[src/rtl/twd_pkg.sv]
`default_nettype none
// ----------------------------------------------------------------------------
// twd_pkg
// Types and codes shared by the task/worker dispatcher and its checker.
// ----------------------------------------------------------------------------
package twd_pkg;

	localparam int WORKER_SLOTS   = 16;
	localparam int WORKER_BITS    = 4;
	localparam int IDLE_CNT_BITS  = 5;
	localparam int TASK_ID_BITS   = 16;
	localparam int TASK_DEPTH     = 64;
	localparam int PEND_CNT_BITS  = $clog2(TASK_DEPTH + 1);
	localparam int WANT_BITS      = 5;
	localparam int CFG_DATA_BITS  = 4;
	localparam int CFG_INDEX_BITS = 1;

	localparam logic [CFG_INDEX_BITS-1:0] CFG_BASE_WORKERS = 1'd0;
	localparam logic [CFG_INDEX_BITS-1:0] CFG_MAX_EXTRA    = 1'd1;

	localparam logic [CFG_DATA_BITS-1:0] BASE_RESET  = 4'd8;
	localparam logic [CFG_DATA_BITS-1:0] EXTRA_RESET = 4'd8;

	localparam logic [1:0] CMD_ADD    = 2'd0;
	localparam logic [1:0] CMD_PRIO   = 2'd1;
	localparam logic [1:0] CMD_FREED  = 2'd2;
	localparam logic [1:0] CMD_OBTAIN = 2'd3;

	localparam logic [2:0] EV_NONE     = 3'd0;
	localparam logic [2:0] EV_DISPATCH = 3'd1;
	localparam logic [2:0] EV_SPAWN    = 3'd2;
	localparam logic [2:0] EV_RETIRED  = 3'd3;
	localparam logic [2:0] EV_IDLED    = 3'd4;
	localparam logic [2:0] EV_RESERVED = 3'd5;
	localparam logic [2:0] EV_DROPPED  = 3'd6;

	typedef struct packed {
		logic [1:0]              command;
		logic [TASK_ID_BITS-1:0] task_tag;
		logic [WORKER_BITS-1:0]  worker_tag;
		logic [WANT_BITS-1:0]    want_count;
	} in_item_t;

	typedef struct packed {
		logic [2:0]               event_kind;
		logic [TASK_ID_BITS-1:0]  out_task;
		logic [WORKER_BITS-1:0]   out_worker;
		logic                     last_of_run;
		logic [IDLE_CNT_BITS-1:0] idle_count;
		logic [PEND_CNT_BITS-1:0] pending_count;
		logic                     all_busy;
		logic                     all_quiet;
	} out_item_t;

	typedef enum logic {
		S_IDLE,
		S_EXEC
	} state_t;

endpackage
`default_nettype wire

[src/rtl/task_worker_dispatcher.sv]
`default_nettype none
// ----------------------------------------------------------------------------
// task_worker_dispatcher
// Task deque and idle-worker deque held in two synchronous RAMs; each item is
// read at the transfer, then modified and written back in the execute state.
// Result: written to the output register from the execute state, which waits
//   while a stalled result is held; a new item is taken only when idle. Obtain
//   repeats execute for each reserved worker (one-read-per-cycle idle RAM port).
// Reset: base workers 0..7 idle, no task pending. Writing base_workers
//   reinitializes the deques and spawn counts at once (idle entries use per-entry valid bits).
// ----------------------------------------------------------------------------
module task_worker_dispatcher (
	input  wire                                   clk,
	input  wire                                   arst_n,
	input  wire                                   in_valid,
	output logic                                  in_stall,
	input  wire  twd_pkg::in_item_t               in_data,
	output logic                                  out_valid,
	input  wire                                   out_stall,
	output twd_pkg::out_item_t                    out_data,
	input  wire                                   cfg_we,
	input  wire  [twd_pkg::CFG_INDEX_BITS-1:0]    cfg_index,
	input  wire  [twd_pkg::CFG_DATA_BITS-1:0]     cfg_data
);

	localparam int TASK_DEPTH = twd_pkg::TASK_DEPTH;
	localparam int TAW = $clog2(TASK_DEPTH);
	localparam int TFW = $clog2(TASK_DEPTH + 1);
	localparam int WB  = twd_pkg::WORKER_BITS;
	localparam int IB  = twd_pkg::IDLE_CNT_BITS;
	localparam int TB  = twd_pkg::TASK_ID_BITS;

	localparam logic [TAW-1:0] TASK_LAST = TAW'(TASK_DEPTH - 1);
	localparam logic [TFW-1:0] TASK_FULL = TFW'(TASK_DEPTH);

	twd_pkg::state_t state_q, state_n;

	logic [twd_pkg::CFG_DATA_BITS-1:0] base_q, max_extra_q;
	logic [TAW-1:0]                    task_head_q, task_head_n;
	logic [TFW-1:0]                    task_fill_q, task_fill_n;
	logic [WB-1:0]                     idle_head_q, idle_head_n;
	logic [IB-1:0]                     idle_fill_q, idle_fill_n;
	logic [WB-1:0]                     spawned_q, spawned_n;
	logic [WB-1:0]                     retired_q, retired_n;
	logic [twd_pkg::WORKER_SLOTS-1:0]  idle_vld_q;
	logic [IB-1:0]                     rem_q, rem_n;

	logic [1:0]      cmd_q;
	logic [TB-1:0]   tag_q;
	logic [WB-1:0]   wtag_q;

	logic [TB-1:0]   task_mem [TASK_DEPTH];
	logic [WB-1:0]   idle_mem [twd_pkg::WORKER_SLOTS];
	logic [TB-1:0]   task_rd_q;
	logic [WB-1:0]   idle_rd_q;
	logic [WB-1:0]   idle_rd_addr_q;
	logic            idle_rd_vld_q;

	logic            out_valid_q;
	twd_pkg::out_item_t out_data_q, res;

	logic            in_fire, exec_en, out_free, last;
	logic            task_we, idle_we, idle_re;
	logic [TAW-1:0]  task_waddr, task_tail, task_head_dec, task_head_inc;
	logic [TFW:0]    tail_sum;
	logic [WB-1:0]   idle_raddr, idle_front;
	logic            task_full;
	logic [IB-1:0]   want_n;
	logic [IB-1:0]   idle_cnt_out;

	assign out_free  = !out_valid_q || !out_stall;
	assign out_valid = out_valid_q;
	assign out_data  = out_data_q;
	assign in_fire   = in_valid && !in_stall;

	always_comb begin
		state_n = state_q;
		unique case (state_q)
			twd_pkg::S_IDLE: if (in_fire) state_n = twd_pkg::S_EXEC;
			twd_pkg::S_EXEC: if (exec_en && last) state_n = twd_pkg::S_IDLE;
			default:         state_n = twd_pkg::S_IDLE;
		endcase
	end

	always_comb begin
		in_stall = (state_q != twd_pkg::S_IDLE);
		exec_en  = (state_q == twd_pkg::S_EXEC) && out_free;
	end

	assign tail_sum      = (TFW+1)'(task_head_q) + (TFW+1)'(task_fill_q);
	assign task_tail     = (tail_sum >= (TFW+1)'(TASK_DEPTH)) ?
	                       TAW'(tail_sum - (TFW+1)'(TASK_DEPTH)) : TAW'(tail_sum);
	assign task_head_dec = (task_head_q == '0) ? TASK_LAST : task_head_q - 1'b1;
	assign task_head_inc = (task_head_q == TASK_LAST) ? '0 : task_head_q + 1'b1;
	assign task_full     = (task_fill_q >= TASK_FULL);
	assign want_n        = (in_data.want_count < idle_fill_q) ? in_data.want_count
	                                                          : idle_fill_q;

	assign idle_front = idle_rd_vld_q ? idle_rd_q :
	                    ((idle_rd_addr_q < base_q) ? idle_rd_addr_q : '0);

	always_comb begin
		res          = '0;
		last         = 1'b1;
		task_head_n  = task_head_q;
		task_fill_n  = task_fill_q;
		idle_head_n  = idle_head_q;
		idle_fill_n  = idle_fill_q;
		spawned_n    = spawned_q;
		retired_n    = retired_q;
		rem_n        = rem_q;
		task_we      = 1'b0;
		task_waddr   = task_tail;
		idle_we      = 1'b0;
		res.event_kind = twd_pkg::EV_NONE;
		unique case (cmd_q)
			twd_pkg::CMD_ADD: begin
				if (task_full) begin
					res.event_kind = twd_pkg::EV_DROPPED;
					res.out_task   = tag_q;
				end else begin
					task_we = 1'b1;
					if (idle_fill_q != '0) begin
						res.event_kind = twd_pkg::EV_DISPATCH;
						res.out_task   = (task_fill_q == '0) ? tag_q : task_rd_q;
						res.out_worker = idle_front;
						idle_head_n    = idle_head_q + 1'b1;
						idle_fill_n    = idle_fill_q - 1'b1;
						task_head_n    = task_head_inc;
					end else begin
						task_fill_n = task_fill_q + 1'b1;
					end
				end
			end
			twd_pkg::CMD_PRIO: begin
				if (idle_fill_q != '0) begin
					if (task_full) begin
						res.event_kind = twd_pkg::EV_DROPPED;
						res.out_task   = tag_q;
					end else begin
						res.event_kind = twd_pkg::EV_DISPATCH;
						res.out_task   = tag_q;
						res.out_worker = idle_front;
						idle_head_n    = idle_head_q + 1'b1;
						idle_fill_n    = idle_fill_q - 1'b1;
					end
				end else if (spawned_q < max_extra_q) begin
					res.event_kind = twd_pkg::EV_SPAWN;
					res.out_task   = tag_q;
					res.out_worker = WB'(base_q + spawned_q);
					spawned_n      = spawned_q + 1'b1;
				end else if (task_full) begin
					res.event_kind = twd_pkg::EV_DROPPED;
					res.out_task   = tag_q;
				end else begin
					task_we     = 1'b1;
					task_waddr  = task_head_dec;
					task_head_n = task_head_dec;
					task_fill_n = task_fill_q + 1'b1;
				end
			end
			twd_pkg::CMD_FREED: begin
				if (retired_q < spawned_q) begin
					res.event_kind = twd_pkg::EV_RETIRED;
					res.out_worker = wtag_q;
					retired_n      = retired_q + 1'b1;
				end else if (task_fill_q != '0) begin
					res.event_kind = twd_pkg::EV_DISPATCH;
					res.out_task   = task_rd_q;
					res.out_worker = wtag_q;
					task_head_n    = task_head_inc;
					task_fill_n    = task_fill_q - 1'b1;
				end else if (idle_fill_q < IB'(twd_pkg::WORKER_SLOTS)) begin
					res.event_kind = twd_pkg::EV_IDLED;
					res.out_worker = wtag_q;
					idle_we        = 1'b1;
					idle_head_n    = idle_head_q - 1'b1;
					idle_fill_n    = idle_fill_q + 1'b1;
				end
			end
			twd_pkg::CMD_OBTAIN: begin
				if (rem_q != '0) begin
					res.event_kind = twd_pkg::EV_RESERVED;
					res.out_worker = idle_front;
					idle_head_n    = idle_head_q + 1'b1;
					idle_fill_n    = idle_fill_q - 1'b1;
					rem_n          = rem_q - 1'b1;
					last           = (rem_q == IB'(1));
				end
			end
			default: ;
		endcase
		// obtain reports the fill left after the whole run
		idle_cnt_out      = (cmd_q == twd_pkg::CMD_OBTAIN) ? idle_fill_q - rem_q
		                                                   : idle_fill_n;
		res.last_of_run   = last;
		res.idle_count    = idle_cnt_out;
		res.pending_count = twd_pkg::PEND_CNT_BITS'(task_fill_n);
		res.all_busy      = (idle_cnt_out == '0);
		res.all_quiet     = (idle_cnt_out == IB'(base_q)) && (task_fill_n == '0);
	end

	assign idle_re    = in_fire || (exec_en && (cmd_q == twd_pkg::CMD_OBTAIN) &&
	                    (rem_q > IB'(1)));
	assign idle_raddr = in_fire ? idle_head_q : idle_head_q + 1'b1;

	always_ff @(posedge clk) begin
		if (exec_en && task_we) task_mem[task_waddr] <= tag_q;
		if (in_fire) task_rd_q <= task_mem[task_head_q];
	end

	always_ff @(posedge clk) begin
		if (exec_en && idle_we) idle_mem[idle_head_q - 1'b1] <= wtag_q;
		if (idle_re) begin
			idle_rd_q      <= idle_mem[idle_raddr];
			idle_rd_vld_q  <= idle_vld_q[idle_raddr];
			idle_rd_addr_q <= idle_raddr;
		end
	end

	always_ff @(posedge clk) begin
		if (in_fire) begin
			cmd_q  <= in_data.command;
			tag_q  <= in_data.task_tag;
			wtag_q <= in_data.worker_tag;
		end
		if (exec_en) out_data_q <= res;
	end

	always_ff @(posedge clk or negedge arst_n) begin
		if (!arst_n) begin
			state_q     <= twd_pkg::S_IDLE;
			base_q      <= twd_pkg::BASE_RESET;
			max_extra_q <= twd_pkg::EXTRA_RESET;
			task_head_q <= '0;
			task_fill_q <= '0;
			idle_head_q <= '0;
			idle_fill_q <= IB'(twd_pkg::BASE_RESET);
			spawned_q   <= '0;
			retired_q   <= '0;
			idle_vld_q  <= '0;
			rem_q       <= '0;
			out_valid_q <= 1'b0;
		end else begin
			state_q <= state_n;
			if (exec_en) begin
				out_valid_q <= 1'b1;
			end else if (out_valid_q && !out_stall) begin
				out_valid_q <= 1'b0;
			end
			if (in_fire) rem_q <= want_n;
			if (exec_en) begin
				task_head_q <= task_head_n;
				task_fill_q <= task_fill_n;
				idle_head_q <= idle_head_n;
				idle_fill_q <= idle_fill_n;
				spawned_q   <= spawned_n;
				retired_q   <= retired_n;
				rem_q       <= rem_n;
				if (idle_we) idle_vld_q[idle_head_q - 1'b1] <= 1'b1;
			end
			if (cfg_we) begin
				unique case (cfg_index)
					twd_pkg::CFG_BASE_WORKERS: begin
						base_q      <= cfg_data;
						task_head_q <= '0;
						task_fill_q <= '0;
						idle_head_q <= '0;
						idle_fill_q <= IB'(cfg_data);
						spawned_q   <= '0;
						retired_q   <= '0;
						idle_vld_q  <= '0;
					end
					twd_pkg::CFG_MAX_EXTRA: max_extra_q <= cfg_data;
					default: ;
				endcase
			end
		end
	end

endmodule
`default_nettype wire

[config.mk]
export PLATFORM = sky130hd
export DESIGN_NAME = task_worker_dispatcher
export DESIGN_NICKNAME = d
export VERILOG_FILES = /design/src/rtl/twd_pkg.sv /design/src/rtl/task_worker_dispatcher.sv
export SDC_FILE = /design/constraint.sdc
export NUM_CORES = 1
export LEC_CHECK = 0
export BUFFER_PORTS_ARGS = -buffer_cell sky130_fd_sc_hd__buf_2
export CORE_UTILIZATION = 65
export CTS_BUF_LIST = sky130_fd_sc_hd__clkbuf_4 sky130_fd_sc_hd__clkbuf_8
export DETAILED_ROUTE_END_ITERATION = 8
export MAX_ROUTING_LAYER = met4
export PLACE_DENSITY = 0.83
export SYNTH_ARGS = -nofsm -noshare
export SYNTH_HDL_FRONTEND = slang
export SYNTH_SLANG_ARGS = --single-unit
export TNS_END_PERCENT = 20
[constraint.sdc]
create_clock -name clk -period 4.3 [get_ports clk]
set_input_delay 0.43 -clock clk [delete_from_list [all_inputs] [get_ports clk]]
set_output_delay 0.43 -clock clk [all_outputs]
set_load 0.02 [all_outputs]
==> run metrics <==
status finished, final reports clean; leakage power 0.01882 uW; met1 wire length 46.10 mm; YS warnings 0; CP arrival 4.64 ns; Post-synth EDFFs 1173; WL met3 17.82 mm; min cycle time layout 4.135 ns; Total GRT Usage 35.07%; Final ANT Viol Nets 0; clock skew 0.06813 ns; Synth Area in Adders 1.137%; CTS max path bufs 3; Num CTS Buffers 181; Initial Util 66.01%; slew margin rel. 12.00%; Synth Net Count 2788; maximum vdd ir drop 0.4332 mV; Port Buffer Count 76; final setup vio count 0; CTS tree yes; FILL cells 4094; Peak Freq 0.2419 GHz; post-synthesis average cell area 18.61 um2; Final Hold Vio Count 0; fraction of layout cells with a size suffix above 1 25.69%; GRT overflow 0; fin util 74.36%; Total Wirelength 130.5 mm; Final period util 96.15%; Yosys cell types 82; Setup TNS 0 ns; Core Rows 101; CP required 4.81 ns; post-synthesis mux area share 14.67%; Hold Path Class in2reg; Slew Viols, Final 0; core area 76330 um2; via count 29.17k; CP Launch Type flop; number of global-route vias before repair 28.76k; hpwl dp 80.78 mm; routability cong. 1.027; Compound-Gate Fraction of Synth Area 5.200%; cell area after layout 56760 um2; area leader, netlist edfxtp_1; Max Cap Viol 0; Synth area leaders edfxtp_1, mux4_2, mux2i_1; ys async rst share 4.943%; predominant post-synthesis flop cell edfxtp_1; clk sinks 1234; CTS Root Cell clkbuf_8; Worst-Margin Slew 1.320 ns; drt drc 0; power density over cell area 594.3 nW/um2; register area 36760 um2; later-pin clock latency in the skew report 0.85 ns; Power Total 33730 uW; main combinational cell family by area after synthesis multiplexers; internal power 22980 uW; P_sw 10750 uW; routed len/inst 31.09 um; Syn Std Cell Area 50380 um2; post-synthesis simple-gate area fraction 3.902%; first-pass detailed-route iteration total 8; sequential cell area fraction in the yosys report 72.95%; maximum number of pins on one net before global-route repair 82; I/O pins 77; top cell type's share of synthesized area 69.92%; vias per cell 6.951; met2 routed WL 59.26 mm; Die X 280.4 um; H-tree depth 4; register share of total power 43.6%; Iteration-0 DRC Markers 4691; critical path capture point type flop; clock group share of total power 28.4%; Synth Register Bits 1234; Final #Nets 3095; Synth Instances 2707; initial antenna violation count 6; first-pass GRT wire length 190.5 mm; Multi-input gate area 12830 um2; total setup buffers inserted after CTS 0; Die ar. 78630 um2; DP Area 52690 um2; Top Layer Used met4; worst-path maximum fanout 16; Gate power share 28.0%; switch share 31.88%; hold_ws 0.1026 ns; Die Ht 280.4 um; area growth from synthesis to layout 12.66%; critical path class reg2reg; Clock transition at path regs 0.07 ns; Synth Area in XOR/XNOR 0.5041%
metal layers:
layer | global-route usage, % | vias to the layer above
met5 | - | -
met2 | 50.55 | 2511
met4 | 17.12 | 0
met3 | 10.33 | 470
met1 | 46.23 | 14458
li1 | - | 11733
final timing paths:
| path | depth (start not counted) | slack [ns] | startpoint | end |
|---|---|---|---|---|
| setup / recovery | 10 | 0.17 | idle_fill_q[0] | task_mem[5][9] |
| hold / removal | 3 | 0.10 | cfg_index | task_fill_q[0] |
| setup reg to reg | 10 | 0.17 | idle_fill_q[0] | task_mem[5][9] |
| hold reg to reg | 1 | 0.50 | idle_vld_q[9] | idle_vld_q[9] |
| max in group asynchronous | 3 | 2.95 | arst_n | idle_fill_q[3] |
| min in group asynchronous | 2 | 0.35 | arst_n | task_fill_q[5] |
cell usage in the layout (no fill, tap or decap), drive strengths merged, types with 8 or more instances in the layout:
master / instances
mux2i: 186
buf: 236
nor3: 30
clkinv: 75
edfxtp: 1173
mux4: 239
nand3: 31
nor2: 154
o221ai: 58
a31oi: 14
dfrtp: 58
xnor2: 22
a22oi: 12
o21ai: 44
a21o: 13
nand2b: 16
inv: 52
a21oi: 68
bufinv: 10
ha: 41
dlygate4sd3: 33
and3: 9
mux2: 13
nor4: 9
a211oi: 15
o21a: 24
a22o: 17
nand2: 86
clkbuf: 235
o211ai: 8
nand4: 9
and2: 23
o22ai: 40
what timing repair did:
item,CTS,global route
endpoints found under the setup margin,0,146
resized for setup,0,2
hold buffers,33,0
endpoints found under the hold margin,74,0
registers in the layout, summed over array words and instances, names as in the netlist, 5 cells and up:
signal	count
task_head_q	6
idle_fill_q	5
idle_vld_q	16
task_fill_q	7
tag_q	16
rem_q	5
task_rd_q	16
task_mem	1024
out_data	38
idle_mem	64
layout make-up:
class | instances | area share [%]
Multi-Input combinational cell | 1285 | 22.60
Sequential cell | 1234 | 64.77
Clock inverter | 95 | 1.351
Inverter | 43 | 0.2844
Tap cell | 1030 | 2.271
Timing Repair Buffer | 269 | 3.501
Antenna cell | 6 | 0.02645
Clock buffer | 235 | 5.191
synth_stat cells (4+ instances only):
library cell  number
buf_4             16
nor3_1            29
nor2_1           152
buf_2             40
or3_1              6
or4_1              5
and2_1            23
xnor2_1           22
dfrtp_1           58
mux4_2           239
and3_1             9
mux2_2            13
buf_1             13
inv_1             39
a22oi_1           12
o31ai_1            7
a211oi_1          14
nor2b_1            7
or2_2              5
a221oi_1           4
o221ai_1          57
nand2_1           86
nand4_1            9
a22o_1            17
a2111oi_0          5
a221o_1            7
o211ai_1           8
xor2_1             7
a21o_1            13
a31oi_1           14
a21oi_1           68
nor4_1             7
o21ai_0           44
o22ai_1           40
clkbuf_1          75
ha_1              41
edfxtp_1        1173
nand2b_1          16
nand3_1           31
mux2i_1          186
o21a_1            24
power by group through the flow:
| stage | Combinational [uW] | Sequential [uW] | Clock, uW |
|---|---|---|---|
| final | 9430 | 14700 | 9600 |
| after global routing | 9800 | 14700 | 10200 |
| after CTS | 9200 | 14700 | 9680 |
| after detailed placement | 9110 | 14900 | 0 |
| after global placement | 8910 | 14900 | 0 |
| after floorplan | 5910 | 15100 | 0 |
cell families after synthesis:
group | after synthesis
flops | 1234
mux | 438
simple gates | 407
compound gates | 367
buf+inv | 188
fa+ha+maj | 44
xor+xnor | 29
through the flow:
| stage | std cells | setup slack [ns] |
|---|---|---|
| after floorplan | 2707 | 0.3480 |
| after global placement | 3828 | 0.4517 |
| after detailed placement | 3828 | 0.3078 |
| after CTS | 4191 | 0.2705 |
| after global routing | 4197 | -0.02413 |
| final | 4197 | 0.1654 |
worst max-delay path: stages, from the launching register on:
cell and delay (ns):
dfrtp_1 0.51, inv_1 0.22, ha_1 0.30, or4b_1 0.48, nor3_1 0.23, nand2_1 0.37, and2_1 0.31, a211oi_2 0.45
nand2_1 0.40, nor2_1 0.25, buf_4 0.29
No activity file was read; power rests on OpenSTA's default activity.
